--- config.mk ---
export PLATFORM = sky130hd
export DESIGN_NAME = json_string_utf8_decoder
export DESIGN_NICKNAME = d
export VERILOG_FILES = /design/src/rtl/jsu_pkg.sv /design/src/rtl/json_string_utf8_decoder.sv /design/src/rtl/jsu_front.sv /design/src/rtl/jsu_queue.sv /design/src/rtl/jsu_back.sv
export SDC_FILE = /design/constraint.sdc
export NUM_CORES = 1
export LEC_CHECK = 0
export BUFFER_PORTS_ARGS = -buffer_cell sky130_fd_sc_hd__buf_2
export CAP_MARGIN = 20
export CORE_ASPECT_RATIO = 1.4
export CORE_MARGIN = 2
export CORE_UTILIZATION = 40
export CTS_CLUSTER_SIZE = 10
export DETAILED_ROUTE_END_ITERATION = 12
export PLACE_DENSITY_LB_ADDON = 0.2
export SYNTH_ARGS = -nofsm -noshare
export SYNTH_HDL_FRONTEND = slang
export SYNTH_SLANG_ARGS = --single-unit
--- constraint.sdc ---
create_clock -name clk -period 6.17 [get_ports clk]
set_input_delay 0.9255 -clock clk [delete_from_list [all_inputs] [get_ports clk]]
set_output_delay 0.9255 -clock clk [all_outputs]
set_load 0.03 [all_outputs]
--- src/rtl/jsu_pkg.sv ---
package jsu_pkg;

    // result status codes
    localparam logic [1:0] ST_UNIT  = 2'd0;
    localparam logic [1:0] ST_QUOTE = 2'd1;
    localparam logic [1:0] ST_EOT   = 2'd2;
    localparam logic [1:0] ST_NOSTR = 2'd3;

    localparam logic [15:0] UNIT_QMARK = 16'h003F;
    localparam logic [15:0] CAP_RESET  = 16'd900;

    // one feed step: some '?' units followed by an optional unit or status
    typedef struct packed {
        logic [1:0]  n_qmark;
        logic        has_tail;
        logic        tail_is_status;
        logic [1:0]  tail_status;
        logic [15:0] tail_unit;
        logic        last;
    } grp_t;

endpackage

--- src/rtl/json_string_utf8_decoder.sv ---
// path: each result of a byte passes through the queue, then the output register
// throughput: one byte per cycle while each byte gives at most one result and the output
// is not stalled; a byte with several results (malformed utf-8) leaves one result at a time,
// and end of text inside \u replays each held digit, then the end of text, before new input
// reset: rst_n async active low; clears the parser, queue and output valid, capacity to 900
module json_string_utf8_decoder
#(
    parameter int QUEUE_DEPTH = 4
)
(
    input  logic        clk,
    input  logic        rst_n,
    input  logic        cfg_we,
    input  logic [15:0] cfg_wdata,      // unit_capacity
    input  logic        s_tvalid,
    output logic        s_tready,
    input  logic [7:0]  s_tdata,        // text_byte[7:0]
    output logic        m_tvalid,
    input  logic        m_tready,
    output logic [23:0] m_tdata,        // status[1:0], code_unit[17:2], zero pad[23:18]
    output logic        m_tlast         // last_of_run
);

    logic [15:0]   cap_reg;
    logic          q_full;
    logic          push;
    jsu_pkg::grp_t push_grp;
    logic          pop;
    logic          head_valid;
    jsu_pkg::grp_t head;

    always_ff @(posedge clk or negedge rst_n)
    begin
        if (!rst_n)
            cap_reg <= jsu_pkg::CAP_RESET;
        else if (cfg_we)
            cap_reg <= cfg_wdata;
    end

    jsu_front u_front
    (
        .clk      (clk),
        .rst_n    (rst_n),
        .s_tvalid (s_tvalid),
        .s_tready (s_tready),
        .s_tdata  (s_tdata),
        .cap      (cap_reg),
        .q_full   (q_full),
        .push     (push),
        .push_grp (push_grp)
    );

    jsu_queue #(.DEPTH(QUEUE_DEPTH)) u_queue
    (
        .clk        (clk),
        .rst_n      (rst_n),
        .push       (push),
        .push_grp   (push_grp),
        .pop        (pop),
        .full       (q_full),
        .head_valid (head_valid),
        .head       (head)
    );

    jsu_back u_back
    (
        .clk        (clk),
        .rst_n      (rst_n),
        .head_valid (head_valid),
        .head       (head),
        .pop        (pop),
        .m_tvalid   (m_tvalid),
        .m_tready   (m_tready),
        .m_tdata    (m_tdata),
        .m_tlast    (m_tlast)
    );

endmodule

--- src/rtl/jsu_front.sv ---
module jsu_front
(
    input  logic             clk,
    input  logic             rst_n,
    input  logic             s_tvalid,
    output logic             s_tready,
    input  logic [7:0]       s_tdata,
    input  logic [15:0]      cap,
    input  logic             q_full,
    output logic             push,
    output jsu_pkg::grp_t    push_grp
);

    typedef enum logic [6:0] {
        M_SEEK   = 7'b0000001,
        M_BODY   = 7'b0000010,
        M_ESC    = 7'b0000100,
        M_HEX    = 7'b0001000,
        M_WAIT2  = 7'b0010000,
        M_WAIT3A = 7'b0100000,
        M_WAIT3B = 7'b1000000
    } mode_t;

    localparam logic [7:0] CH_QUOTE = 8'h22;
    localparam logic [7:0] CH_BSL   = 8'h5C;
    localparam logic [7:0] CH_SPACE = 8'h20;
    localparam logic [7:0] CH_LF    = 8'h0A;
    localparam logic [7:0] CH_CR    = 8'h0D;
    localparam logic [7:0] CH_TAB   = 8'h09;
    localparam logic [7:0] CH_U     = 8'h75;
    localparam logic [7:0] CH_N     = 8'h6E;
    localparam logic [7:0] CH_T     = 8'h74;

    function automatic logic [3:0] hex_val(input logic [7:0] c);
        logic [3:0] v;
        v = 4'd0;
        if (c >= 8'h30 && c <= 8'h39)
            v = 4'(c - 8'h30);
        else if (c >= 8'h61 && c <= 8'h66)
            v = 4'(c - 8'h57);
        else if (c >= 8'h41 && c <= 8'h46)
            v = 4'(c - 8'h37);
        return v;
    endfunction

    mode_t       mode_reg, mode_next;
    logic [7:0]  lead_reg, lead_next;
    logic [7:0]  second_reg, second_next;
    logic [15:0] acc_reg, acc_next;
    logic [1:0]  cnt_reg, cnt_next;
    logic [7:0]  held_reg [3];
    logic        held_we;
    logic [15:0] ue_reg, ue_next;
    logic        rp_active_reg, rp_active_next;
    logic [1:0]  rp_left_reg, rp_left_next;
    logic [7:0]  rp_bytes_reg [3];
    logic [7:0]  rp_bytes_next [3];

    logic        feed;
    logic [7:0]  b;
    logic        is_cont;
    logic        do_body;
    logic        fin;
    logic        seek_clr;
    logic        rp_start;
    logic [1:0]  nq;
    logic        tail_unit_v;
    logic [15:0] tail_unit;
    logic [1:0]  fin_status;
    logic [15:0] acc_new;
    logic [16:0] ue_ext, cap_ext;
    logic        ok1, ok2, ok3;
    logic [1:0]  keep_q;
    logic        keep_tail;

    always_comb
    begin
        feed     = !q_full && (rp_active_reg || s_tvalid);
        s_tready = !q_full && !rp_active_reg;
        if (rp_active_reg)
            b = (rp_left_reg != 2'd0) ? rp_bytes_reg[0] : 8'h00;
        else
            b = s_tdata;
        is_cont = (b[7:6] == 2'b10);

        mode_next   = mode_reg;
        lead_next   = lead_reg;
        second_next = second_reg;
        acc_next    = acc_reg;
        cnt_next    = cnt_reg;
        held_we     = 1'b0;
        do_body     = 1'b0;
        fin         = 1'b0;
        seek_clr    = 1'b0;
        rp_start    = 1'b0;
        nq          = 2'd0;
        tail_unit_v = 1'b0;
        tail_unit   = 16'h0000;
        fin_status  = jsu_pkg::ST_EOT;
        acc_new     = {acc_reg[11:0], hex_val(b)};

        unique case (mode_reg)
            M_SEEK:
            begin
                if (b == CH_SPACE || b == CH_LF || b == CH_CR || b == CH_TAB)
                begin
                    mode_next = M_SEEK;
                end
                else if (b == CH_QUOTE)
                begin
                    mode_next = M_BODY;
                    seek_clr  = 1'b1;
                end
                else
                begin
                    fin        = 1'b1;
                    fin_status = jsu_pkg::ST_NOSTR;
                end
            end
            M_BODY:
            begin
                do_body = 1'b1;
            end
            M_WAIT2:
            begin
                if (is_cont)
                begin
                    tail_unit_v = 1'b1;
                    tail_unit   = {5'd0, lead_reg[4:0], b[5:0]};
                    mode_next   = M_BODY;
                end
                else
                begin
                    nq      = 2'd1;
                    do_body = 1'b1;
                end
            end
            M_WAIT3A:
            begin
                if (is_cont)
                begin
                    second_next = b;
                    mode_next   = M_WAIT3B;
                end
                else
                begin
                    nq      = 2'd1;
                    do_body = 1'b1;
                end
            end
            M_WAIT3B:
            begin
                if (is_cont)
                begin
                    tail_unit_v = 1'b1;
                    tail_unit   = {lead_reg[3:0], second_reg[5:0], b[5:0]};
                    mode_next   = M_BODY;
                end
                else
                begin
                    nq      = 2'd2;
                    do_body = 1'b1;
                end
            end
            M_ESC:
            begin
                mode_next = M_BODY;
                if (b == 8'h00)
                begin
                    fin        = 1'b1;
                    fin_status = jsu_pkg::ST_EOT;
                end
                else if (b == CH_U)
                begin
                    mode_next = M_HEX;
                    cnt_next  = 2'd0;
                    acc_next  = 16'h0000;
                end
                else if (b == CH_N)
                begin
                    tail_unit_v = 1'b1;
                    tail_unit   = 16'h000A;
                end
                else if (b == CH_T)
                begin
                    tail_unit_v = 1'b1;
                    tail_unit   = {8'h00, CH_SPACE};
                end
                else
                begin
                    tail_unit_v = 1'b1;
                    tail_unit   = {8'h00, b};
                end
            end
            M_HEX:
            begin
                if (b == 8'h00)
                begin
                    // emit 'u' and replay the held digits, then the end of text
                    tail_unit_v = 1'b1;
                    tail_unit   = {8'h00, CH_U};
                    cnt_next    = 2'd0;
                    mode_next   = M_BODY;
                    rp_start    = 1'b1;
                end
                else
                begin
                    acc_next = acc_new;
                    if (cnt_reg == 2'd3)
                    begin
                        cnt_next    = 2'd0;
                        mode_next   = M_BODY;
                        tail_unit_v = 1'b1;
                        tail_unit   = acc_new;
                    end
                    else
                    begin
                        held_we  = 1'b1;
                        cnt_next = cnt_reg + 2'd1;
                    end
                end
            end
            default:
            begin
                mode_next = M_SEEK;
            end
        endcase

        if (do_body)
        begin
            mode_next = M_BODY;
            if (b == 8'h00)
            begin
                fin        = 1'b1;
                fin_status = jsu_pkg::ST_EOT;
            end
            else if (b == CH_QUOTE)
            begin
                fin        = 1'b1;
                fin_status = jsu_pkg::ST_QUOTE;
            end
            else if (b == CH_BSL)
            begin
                mode_next = M_ESC;
            end
            else if (!b[7])
            begin
                tail_unit_v = 1'b1;
                tail_unit   = {8'h00, b};
            end
            else if (b[7:5] == 3'b110)
            begin
                lead_next = b;
                mode_next = M_WAIT2;
            end
            else if (b[7:4] == 4'b1110)
            begin
                lead_next = b;
                mode_next = M_WAIT3A;
            end
            else
            begin
                tail_unit_v = 1'b1;
                tail_unit   = jsu_pkg::UNIT_QMARK;
            end
        end

        if (fin)
        begin
            mode_next = M_SEEK;
            cnt_next  = 2'd0;
        end

        // units past capacity minus one are dropped, in order
        ue_ext  = {1'b0, ue_reg};
        cap_ext = {1'b0, cap};
        ok1     = (ue_ext + 17'd1) < cap_ext;
        ok2     = (ue_ext + 17'd2) < cap_ext;
        ok3     = (ue_ext + 17'd3) < cap_ext;
        case (nq)
            2'd0:
            begin
                keep_q    = 2'd0;
                keep_tail = tail_unit_v && ok1;
            end
            2'd1:
            begin
                keep_q    = ok1 ? 2'd1 : 2'd0;
                keep_tail = tail_unit_v && ok2;
            end
            default:
            begin
                keep_q    = ok2 ? 2'd2 : (ok1 ? 2'd1 : 2'd0);
                keep_tail = tail_unit_v && ok3;
            end
        endcase

        if (fin || seek_clr)
            ue_next = 16'h0000;
        else
            ue_next = ue_reg + {14'd0, keep_q} + {15'd0, keep_tail};

        push_grp.n_qmark        = keep_q;
        push_grp.has_tail       = fin || keep_tail;
        push_grp.tail_is_status = fin;
        push_grp.tail_status    = fin ? fin_status : jsu_pkg::ST_UNIT;
        push_grp.tail_unit      = fin ? 16'h0000 : tail_unit;
        push_grp.last           = !rp_start && (!rp_active_reg || fin);
        push = feed && ((keep_q != 2'd0) || fin || keep_tail);

        rp_active_next   = rp_active_reg;
        rp_left_next     = rp_left_reg;
        rp_bytes_next[0] = rp_bytes_reg[0];
        rp_bytes_next[1] = rp_bytes_reg[1];
        rp_bytes_next[2] = rp_bytes_reg[2];
        if (rp_start)
        begin
            rp_active_next   = 1'b1;
            rp_left_next     = cnt_reg;
            rp_bytes_next[0] = held_reg[0];
            rp_bytes_next[1] = held_reg[1];
            rp_bytes_next[2] = held_reg[2];
        end
        else if (rp_active_reg)
        begin
            if (fin)
            begin
                rp_active_next = 1'b0;
            end
            else if (rp_left_reg != 2'd0)
            begin
                rp_left_next     = rp_left_reg - 2'd1;
                rp_bytes_next[0] = rp_bytes_reg[1];
                rp_bytes_next[1] = rp_bytes_reg[2];
            end
        end
    end

    always_ff @(posedge clk or negedge rst_n)
    begin
        if (!rst_n)
        begin
            mode_reg      <= M_SEEK;
            lead_reg      <= 8'h00;
            second_reg    <= 8'h00;
            acc_reg       <= 16'h0000;
            cnt_reg       <= 2'd0;
            ue_reg        <= 16'h0000;
            rp_active_reg <= 1'b0;
            rp_left_reg   <= 2'd0;
        end
        else if (feed)
        begin
            mode_reg      <= mode_next;
            lead_reg      <= lead_next;
            second_reg    <= second_next;
            acc_reg       <= acc_next;
            cnt_reg       <= cnt_next;
            ue_reg        <= ue_next;
            rp_active_reg <= rp_active_next;
            rp_left_reg   <= rp_left_next;
        end
    end

    always_ff @(posedge clk)
    begin
        if (feed)
        begin
            if (held_we)
                held_reg[cnt_reg] <= b;
            rp_bytes_reg[0] <= rp_bytes_next[0];
            rp_bytes_reg[1] <= rp_bytes_next[1];
            rp_bytes_reg[2] <= rp_bytes_next[2];
        end
    end

endmodule

--- src/rtl/jsu_queue.sv ---
module jsu_queue
#(
    parameter int DEPTH = 4
)
(
    input  logic             clk,
    input  logic             rst_n,
    input  logic             push,
    input  jsu_pkg::grp_t    push_grp,
    input  logic             pop,
    output logic             full,
    output logic             head_valid,
    output jsu_pkg::grp_t    head
);

    localparam int PW = $clog2(DEPTH);
    localparam int CW = $clog2(DEPTH + 1);

    jsu_pkg::grp_t mem_reg [DEPTH];
    logic [PW-1:0] wr_ptr_reg, rd_ptr_reg;
    logic [CW-1:0] count_reg, count_next;
    logic          do_push, do_pop;

    always_comb
    begin
        full       = (count_reg == CW'(DEPTH));
        head_valid = (count_reg != '0);
        head       = mem_reg[rd_ptr_reg];
        do_push    = push && !full;
        do_pop     = pop && head_valid;
        count_next = count_reg;
        if (do_push && !do_pop)
            count_next = count_reg + CW'(1);
        else if (do_pop && !do_push)
            count_next = count_reg - CW'(1);
    end

    always_ff @(posedge clk or negedge rst_n)
    begin
        if (!rst_n)
        begin
            wr_ptr_reg <= '0;
            rd_ptr_reg <= '0;
            count_reg  <= '0;
        end
        else
        begin
            count_reg <= count_next;
            if (do_push)
                wr_ptr_reg <= (wr_ptr_reg == PW'(DEPTH - 1)) ? '0 : wr_ptr_reg + PW'(1);
            if (do_pop)
                rd_ptr_reg <= (rd_ptr_reg == PW'(DEPTH - 1)) ? '0 : rd_ptr_reg + PW'(1);
        end
    end

    always_ff @(posedge clk)
    begin
        if (do_push)
            mem_reg[wr_ptr_reg] <= push_grp;
    end

endmodule

--- src/rtl/jsu_back.sv ---
module jsu_back
(
    input  logic             clk,
    input  logic             rst_n,
    input  logic             head_valid,
    input  jsu_pkg::grp_t    head,
    output logic             pop,
    output logic             m_tvalid,
    input  logic             m_tready,
    output logic [23:0]      m_tdata,
    output logic             m_tlast
);

    logic [1:0]  idx_reg;
    logic        valid_reg;
    logic [1:0]  status_reg;
    logic [15:0] unit_reg;
    logic        last_reg;

    logic        load;
    logic [1:0]  total;
    logic        final_item;
    logic [1:0]  item_status;
    logic [15:0] item_unit;

    always_comb
    begin
        load       = head_valid && (!valid_reg || m_tready);
        total      = head.n_qmark + {1'b0, head.has_tail};
        final_item = (idx_reg == total - 2'd1);
        pop        = load && final_item;
        if (idx_reg < head.n_qmark)
        begin
            item_status = jsu_pkg::ST_UNIT;
            item_unit   = jsu_pkg::UNIT_QMARK;
        end
        else
        begin
            item_status = head.tail_status;
            item_unit   = head.tail_unit;
        end
        m_tvalid = valid_reg;
        m_tdata  = {6'd0, unit_reg, status_reg};
        m_tlast  = last_reg;
    end

    always_ff @(posedge clk or negedge rst_n)
    begin
        if (!rst_n)
        begin
            valid_reg <= 1'b0;
            idx_reg   <= 2'd0;
        end
        else
        begin
            if (load)
            begin
                valid_reg <= 1'b1;
                idx_reg   <= final_item ? 2'd0 : idx_reg + 2'd1;
            end
            else if (m_tready)
            begin
                valid_reg <= 1'b0;
            end
        end
    end

    always_ff @(posedge clk)
    begin
        if (load)
        begin
            status_reg <= item_status;
            unit_reg   <= item_unit;
            last_reg   <= final_item && head.last;
        end
    end

endmodule

# ---- Word-level counts from Yosys, hierarchy flattened
# Memories as Yosys holds them, arrays and structs flattened.
# Index checks and enable logic that the tools add are counted.
dict set report totals {
  regBits 96
  latch_bits 0
  output_inout_bits 27
  mem_count 3
  ramBits 140
  romBits 0
  in_bits 29
}
dict set report classes {
  reduce_logical 54
  n_mux 121
  addsub 17
  n_mul 0
  bitwise_logic 3
  magnitude_cmp 10
  n_eq_ne 36
  shifts 0
  div_mod_pow 0
}
# name words word_bits read_ports rd_ports_with_merged_regs wr line_no
set memory_table {}
lappend memory_table {u_queue.mem_reg 4 23 1 0 1 jsu_queue.sv:19} ;# jsu_pkg::grp_t mem_reg [DEPTH];
lappend memory_table {u_front.held_reg 3 8 3 0 1 jsu_front.sv:51} ;# logic [7:0] held_reg [3];
lappend memory_table {u_front.rp_bytes_reg 3 8 3 0 3 jsu_front.sv:56} ;# logic [7:0] rp_bytes_reg [3];
# cell n
set ops {}
lappend ops {{two-way mux 16 bit} 19}
lappend ops {{two-way mux 7 bit} 14}
lappend ops {{one-hot mux 16 bit (4 select lines)} 1}
lappend ops {{< comparator 17 x 16 -> 1 bit} 3}
lappend ops {{one-hot mux 7 bit (6 select lines)} 1}
lappend ops {{two-way mux 1 bit} 41}
lappend ops {{two-way mux 2 bit} 20}
lappend ops {{two-way mux 12 bit} 3}
lappend ops {{adder 16 x 2 -> 17 bit (second input constant)} 2}
lappend ops {{equality test 8 x 7 -> 1 bit (second input constant)} 4}
lappend ops {{two-way mux 8 bit} 4}
lappend ops {{equality test 8 x 4 -> 1 bit (second input constant)} 3}
lappend ops {{one-hot mux 12 bit (2 select lines)} 1}
lappend ops {{adder 16 x 1 -> 17 bit (second input constant)} 1}
lappend ops {{logical AND 1 bit} 17}
lappend ops {{adder 16 x 1 -> 16 bit} 1}
lappend ops {{adder 16 x 2 -> 16 bit} 1}
lappend ops {{equality test 8 x 6 -> 1 bit (second input constant)} 2}
lappend ops {{>= comparator 8 x 7 -> 1 bit (second input constant)} 2}
lappend ops {{less-or-equal comparator 8 x 7 -> 1 bit (second input constant)} 2}
lappend ops {{two-way mux 4 bit} 4}
lappend ops {{nonzero test 2 bit} 8}
lappend ops {{one-hot mux 2 bit (2 select lines)} 3}
lappend ops {{two-way mux 11 bit} 1}
lappend ops {{46 further kinds} 83}

# ---- Depth between registers and ports, before layout
dict set report depth {
  word_depth 23
  mapped_depth 24
  ltp_nobuf 24
}

# ---- Cells and area by module
# A second synthesis with hierarchy kept.
dict set report hier_totals {
  hier_cells 1050
  hier_area_um2 12769.7
}
# mod seq_area_each_um2 cells_each instances area_per_inst_um2
set by_module_without_submodules {}
lappend by_module_without_submodules {jsu_front 2718.9 787 1 7274.5}
lappend by_module_without_submodules {jsu_queue 2937.8 158 1 3829.9}
lappend by_module_without_submodules {jsu_back 645.6 71 1 1011.0}
lappend by_module_without_submodules {json_string_utf8_decoder 405.4 34 1 654.4}

# ---- Least setup slack after synthesis
# No wires, ideal clock.
dict set report synth_timing {
  kind {register to register}
  startpoint {reg u_front.ue_reg[6]}
  endpoint {reg u_front.ue_reg[12]}
  setup_ps 131
  stages_incl_launch_ff 21
  path_buffers 1
  slack_ps 1647
  arrival_time_ps 4392
  t_required_ps 6039
  path_cell_list {dfrtp_1 -> clkbuf_1 -> nand4_1 -> inv_1 -> nand3_1 -> or2_2 -> xnor2_1 -> ha_1 -> and4_1 -> o211a_1 -> a221oi_1 -> o21ai_0 -> a21oi_1 -> nor2_1 -> fa_1 -> fa_1 -> nand2_1 -> or3_1 -> nor2_1 -> xnor2_1 -> nor2_1}
}
# item line_no
set synth_rtl {}
lappend synth_rtl {{start, declared} jsu_front.sv:53} ;# logic [15:0] ue_reg, ue_next;
lappend synth_rtl {{start signal, assigned} jsu_front.sv:359} ;# ue_reg <= ue_next;

# ---- Final worst setup path
dict set report layout_timing {
  startpoint {reg u_front.ue_reg[1]}
  endpoint {reg u_front.ue_reg[13]}
}
dict set report layout_via {
  elab_chain_len 8
  word_cells_on_any_way 16
  cone_classes {add/sub: 5; order compare: 3; mux: 5; reduce/logical: 3}
}
# item line_no
set layout_rtl {}
lappend layout_rtl {{adder 16 x 1 -> 17 bit} jsu_front.sv:277} ;# ok1 = (ue_ext + 17'd1) < cap_ext;
lappend layout_rtl {{< comparator 17 x 16 -> 1 bit} jsu_front.sv:277}
lappend layout_rtl {{two-way mux 1 bit} {jsu_front.sv:288, jsu_front.sv:293}}
lappend layout_rtl {{two-way mux 2 bit} jsu_front.sv:293} ;# keep_q = ok2 ? 2'd2 : (ok1 ? 2'd1 : 2'd0);
lappend layout_rtl {{one-hot mux 2 bit (2 select lines)} jsu_front.sv:280} ;# case (nq)
lappend layout_rtl {{adder 16 x 2 -> 16 bit} jsu_front.sv:301} ;# ue_next = ue_reg + {14'd0, keep_q} + {15'd0, keep_tail};
lappend layout_rtl {{adder 16 x 1 -> 16 bit (*)} jsu_front.sv:301}
lappend layout_rtl {{two-way mux 16 bit (*)} jsu_front.sv:298} ;# if (fin || seek_clr)
# Mark *: on every way between the ends. The rest lies on a longest branch, timed or not.
# A chain may end at the register's enable or synchronous reset.

==> summary.md <==
| Metric | Value |
|---|---|
| Initial antenna violation count | 1 |
| RePlAce Congestion | 0.9072 |
| Clock latency on the worst-skew pair | 0.55 ns |
| GRT Overall Usage | 17.55% |
| Combinational group share of total power | 26.9% |
| CP Capture Type | flip-flop |
| Antenna violation net count after detailed routing | 0 |
| Placed cell count | 1454 |
| Detailed-route wire length | 27500 µm |
| Remaining DRCs | 0 |
| Pins over their slew limit | 0 |
| Synthesis-to-layout area growth | 11.93% |
| Core area | 29940 µm² |
| Pin count of the biggest net entering global routing | 50 |
| Rows | 75 |
| CP required | 6.58 ns |
| Final min period | 5.300 ns |
| Quantity of hold-fixing buffers added after cts | 0 |
| Final setup fails | 0 |
| Clock skew | around 0.022 ns |
| Total clock sinks | 232 |
| Top-area cell type share of the netlist area | between 30% and 40% |
| Critical Path Source Type | flip-flop |
| Sum of negative setup slack | 0 ns |
| Highest Clock Rate | approximately 190 MHz |
| Period utilization | 85.89% |
| Worst-Margin Slew | 1.009 ns |
| Async SR Flop Fraction | 33.19% |
| Pwr/cell area | about 350 nW/µm² |
| CP Max Fanout | 9 |
| Final Hold Fails | 0 |
| Htree depth | 1 |
| Count leader, synth | edfxtp_1 |
| Buffers on Ports | roughly 50 |
| DRT Pass-1 Iters | 5 |
| Setup Fix Bufs, Post-CTS | 0 |
| Die height | 210.3 µm |
| I/O pin cnt | between 50 and 60 |
| Die W | 151.3 µm |
| Pleak | 5.466 nW |
| Post-cts resize count | 0 |
| Worst-path clk slew | roughly 0.06 ns |
| Switching Share | 30.90% |
| Crit-path max cell delay | 0.69 ns |
| Cell Area, Synth | 12160 µm² |
| Register bit total from synthesis | 232 |
| Sequential area share after synthesis | 54.19% |
| Grt ovf | 0 |
| Outcome | finished clean |
| EDFF count, synth | 155 |
| Area leader, netlist | edfxtp_1 |
| Slew margin rel. | between 30% and 40% |
| Vias in the first global route | about 8100 |
| DR vias | 8093 |
| Critical-path cell list | inv_1 > ha_1 > nor3_1 > nand3_1 > xnor2_1 > ha_1 > and4_1 > a221oi_1 > o21ai_0 > o21ba_2 > nand4b_2 > inv_1 > fa_1 > a21o_1 > nand2_1 > nor2_1 > nand3_1 > nor2_1 > nand3_1 > xor2_1 > nor2_1 |
| Fillcell total | around 2800 |
| Root Buffer | clkbuf_16 |
| Layout cells sized above 1 | 14.30% |
| Commonest cells post-synth | edfxtp_1, nand2_1, nor2_1 |
| Initial DRC Count | between 300 and 400 |
| Mapped Avg Cell Area | 11.61 µm² |
| Min-Delay Path Class | in -> async |
| Max cap viols | 0 |
| RSZ-0062 raised after global routing | false |
| Average wire per standard cell | 18.27 µm |
| Critical path class | reg -> reg |
| Die Area | 31820 µm² |
| Final layout net count | 1197 |
| Seq pwr share | 43.1% |
| Crit-path leading delay family | simple AND/OR/NAND/NOR gates |
| TritonCTS buffer count | 27 |
| Yosys cell types | 86 |
| Largest register FFs | 88 |
| CTS tree | yes |
| Maximum vdd drop | 0.2048 mV |
| Fin cells | between 1500 and 2000 |
| Initial Utilization | 40.61% |
| CP arrival | 5.71 ns |
| DP HPWL | around 20000 µm |
| Via density | 5.377 |
| Clk pwr share | 30.1% |
| Crit path buf inv count | 2 |
| Clk buf depth | 3 |
| First-pass GRT wire length | about 43000 µm |
| P_sw | 1.481 mW |
| Most common flop cell mapped by yosys | edfxtp_1 |
| Ranking of synthesized cells by area | edfxtp_1, dfrtp_1, ha_1 |
| Internal power | ~3.3 mW |
| Critical-path top delay cell | nor3_1 |
| Yosys warning count | 0 |
| Post-Syn Instances | 1047 |
==> through the flow <==
| stage | hold WS [ns] | setup slack [ns] | utilization (%) | total power [mW] | cell area (µm²) |
|---|---|---|---|---|---|
| 2_1_floorplan | 0.4003 | 1.647 | - | 3.032 | 12170 |
| 6_report | 0.3121 | 0.8703 | 45.45 | 4.795 | 13610 |
| 5_1_grt | 0.3117 | 0.3452 | 45.44 | 5.073 | 13600 |
| 3_3_place_gp | 0.4008 | 0.9847 | 42.80 | 3.394 | 12810 |
| 4_1_cts | 0.2949 | 0.8919 | 45.44 | 4.882 | 13600 |
| 3_5_place_dp | 0.4070 | 0.9140 | 42.80 | 3.418 | 12810 |
==> final cells by class <==
class / count / area (µm²) / area share, %
clock inverter: 2 / 26.28 / 0.1931
clock buffer: 48 / 764.5 / 5.619
antenna: 1 / 2.502 / 0.01839
sequential: 232 / 6588 / 48.42
multi-input combinational: 714 / 5146 / 37.82
inverter: 55 / 206.4 / 1.517
tap: 385 / 481.7 / 3.541
timing repair buffer: 68 / 390.4 / 2.869
==> final timing paths <==
| check | start | end | slack [ns] | cells after the start |
|---|---|---|---|---|
| worst min-delay path | rst_n | cap_reg[10]$_DFFE_PN0P_ | 0.31 | 1 |
| min in group clk | u_front.held_reg[2][7]$_DFFE_PP_ | u_front.rp_bytes_reg[0][23]$_DFFE_PP_ | 0.42 | 0 |
| worst min register to register | u_front.held_reg[2][7]$_DFFE_PP_ | u_front.rp_bytes_reg[0][23]$_DFFE_PP_ | 0.42 | 0 |
| worst max-delay path | u_front.ue_reg[1]$_DFFE_PN0P_ | u_front.ue_reg[13]$_DFFE_PN0P_ | 0.87 | 21 |
| worst max register to register | u_front.ue_reg[1]$_DFFE_PN0P_ | u_front.ue_reg[13]$_DFFE_PN0P_ | 0.87 | 21 |
| max in group asynchronous | rst_n | u_front.second_reg[5]$_DFFE_PN0P_ | 4.87 | 2 |
==> routing by layer <==
metal	global-route usage [%]	wire, µm
met5	0	0
met4	5.898	716
met1	21.25	11480
met3	2.424	941
met2	31.75	14360
==> power by group through the flow <==
stage                     Combinational, mW  Sequential [mW]  Clock, mW
after floorplan                       0.818             2.21          0
after global placement                 1.30             2.09          0
after detailed placement               1.32             2.10          0
after CTS                              1.33             2.07       1.49
after global routing                   1.43             2.09       1.55
final                                  1.29             2.06       1.44
==> kinds of logic (layout without fill, tap and decap cells) <==
family	Yosys count	in the layout	synth area share, %
AO/OA/AOI/OAI	190	190	10.68
adder cells (fa/ha/maj)	70	70	7.391
other	1	7	0.03085
buffers and inverters	106	173	3.685
flip-flops	232	232	54.19
AND/OR/NAND/NOR	357	357	14.76
XOR/XNOR	61	61	4.395
multiplexers	30	30	4.858
==> layout by cell type, fill, tap and decap left out, types with 32 or more instances in the layout <==
cell	count
nor2_1	77
ha_1	67
dfrtp_1	72
buf_2	48
xnor2_1	34
o21ai_0	55
a21oi_1	32
nand3_1	33
edfxtp_1	155
nand2_1	131
inv_1	55
Note: power is estimated with default switching activity, not from simulation.
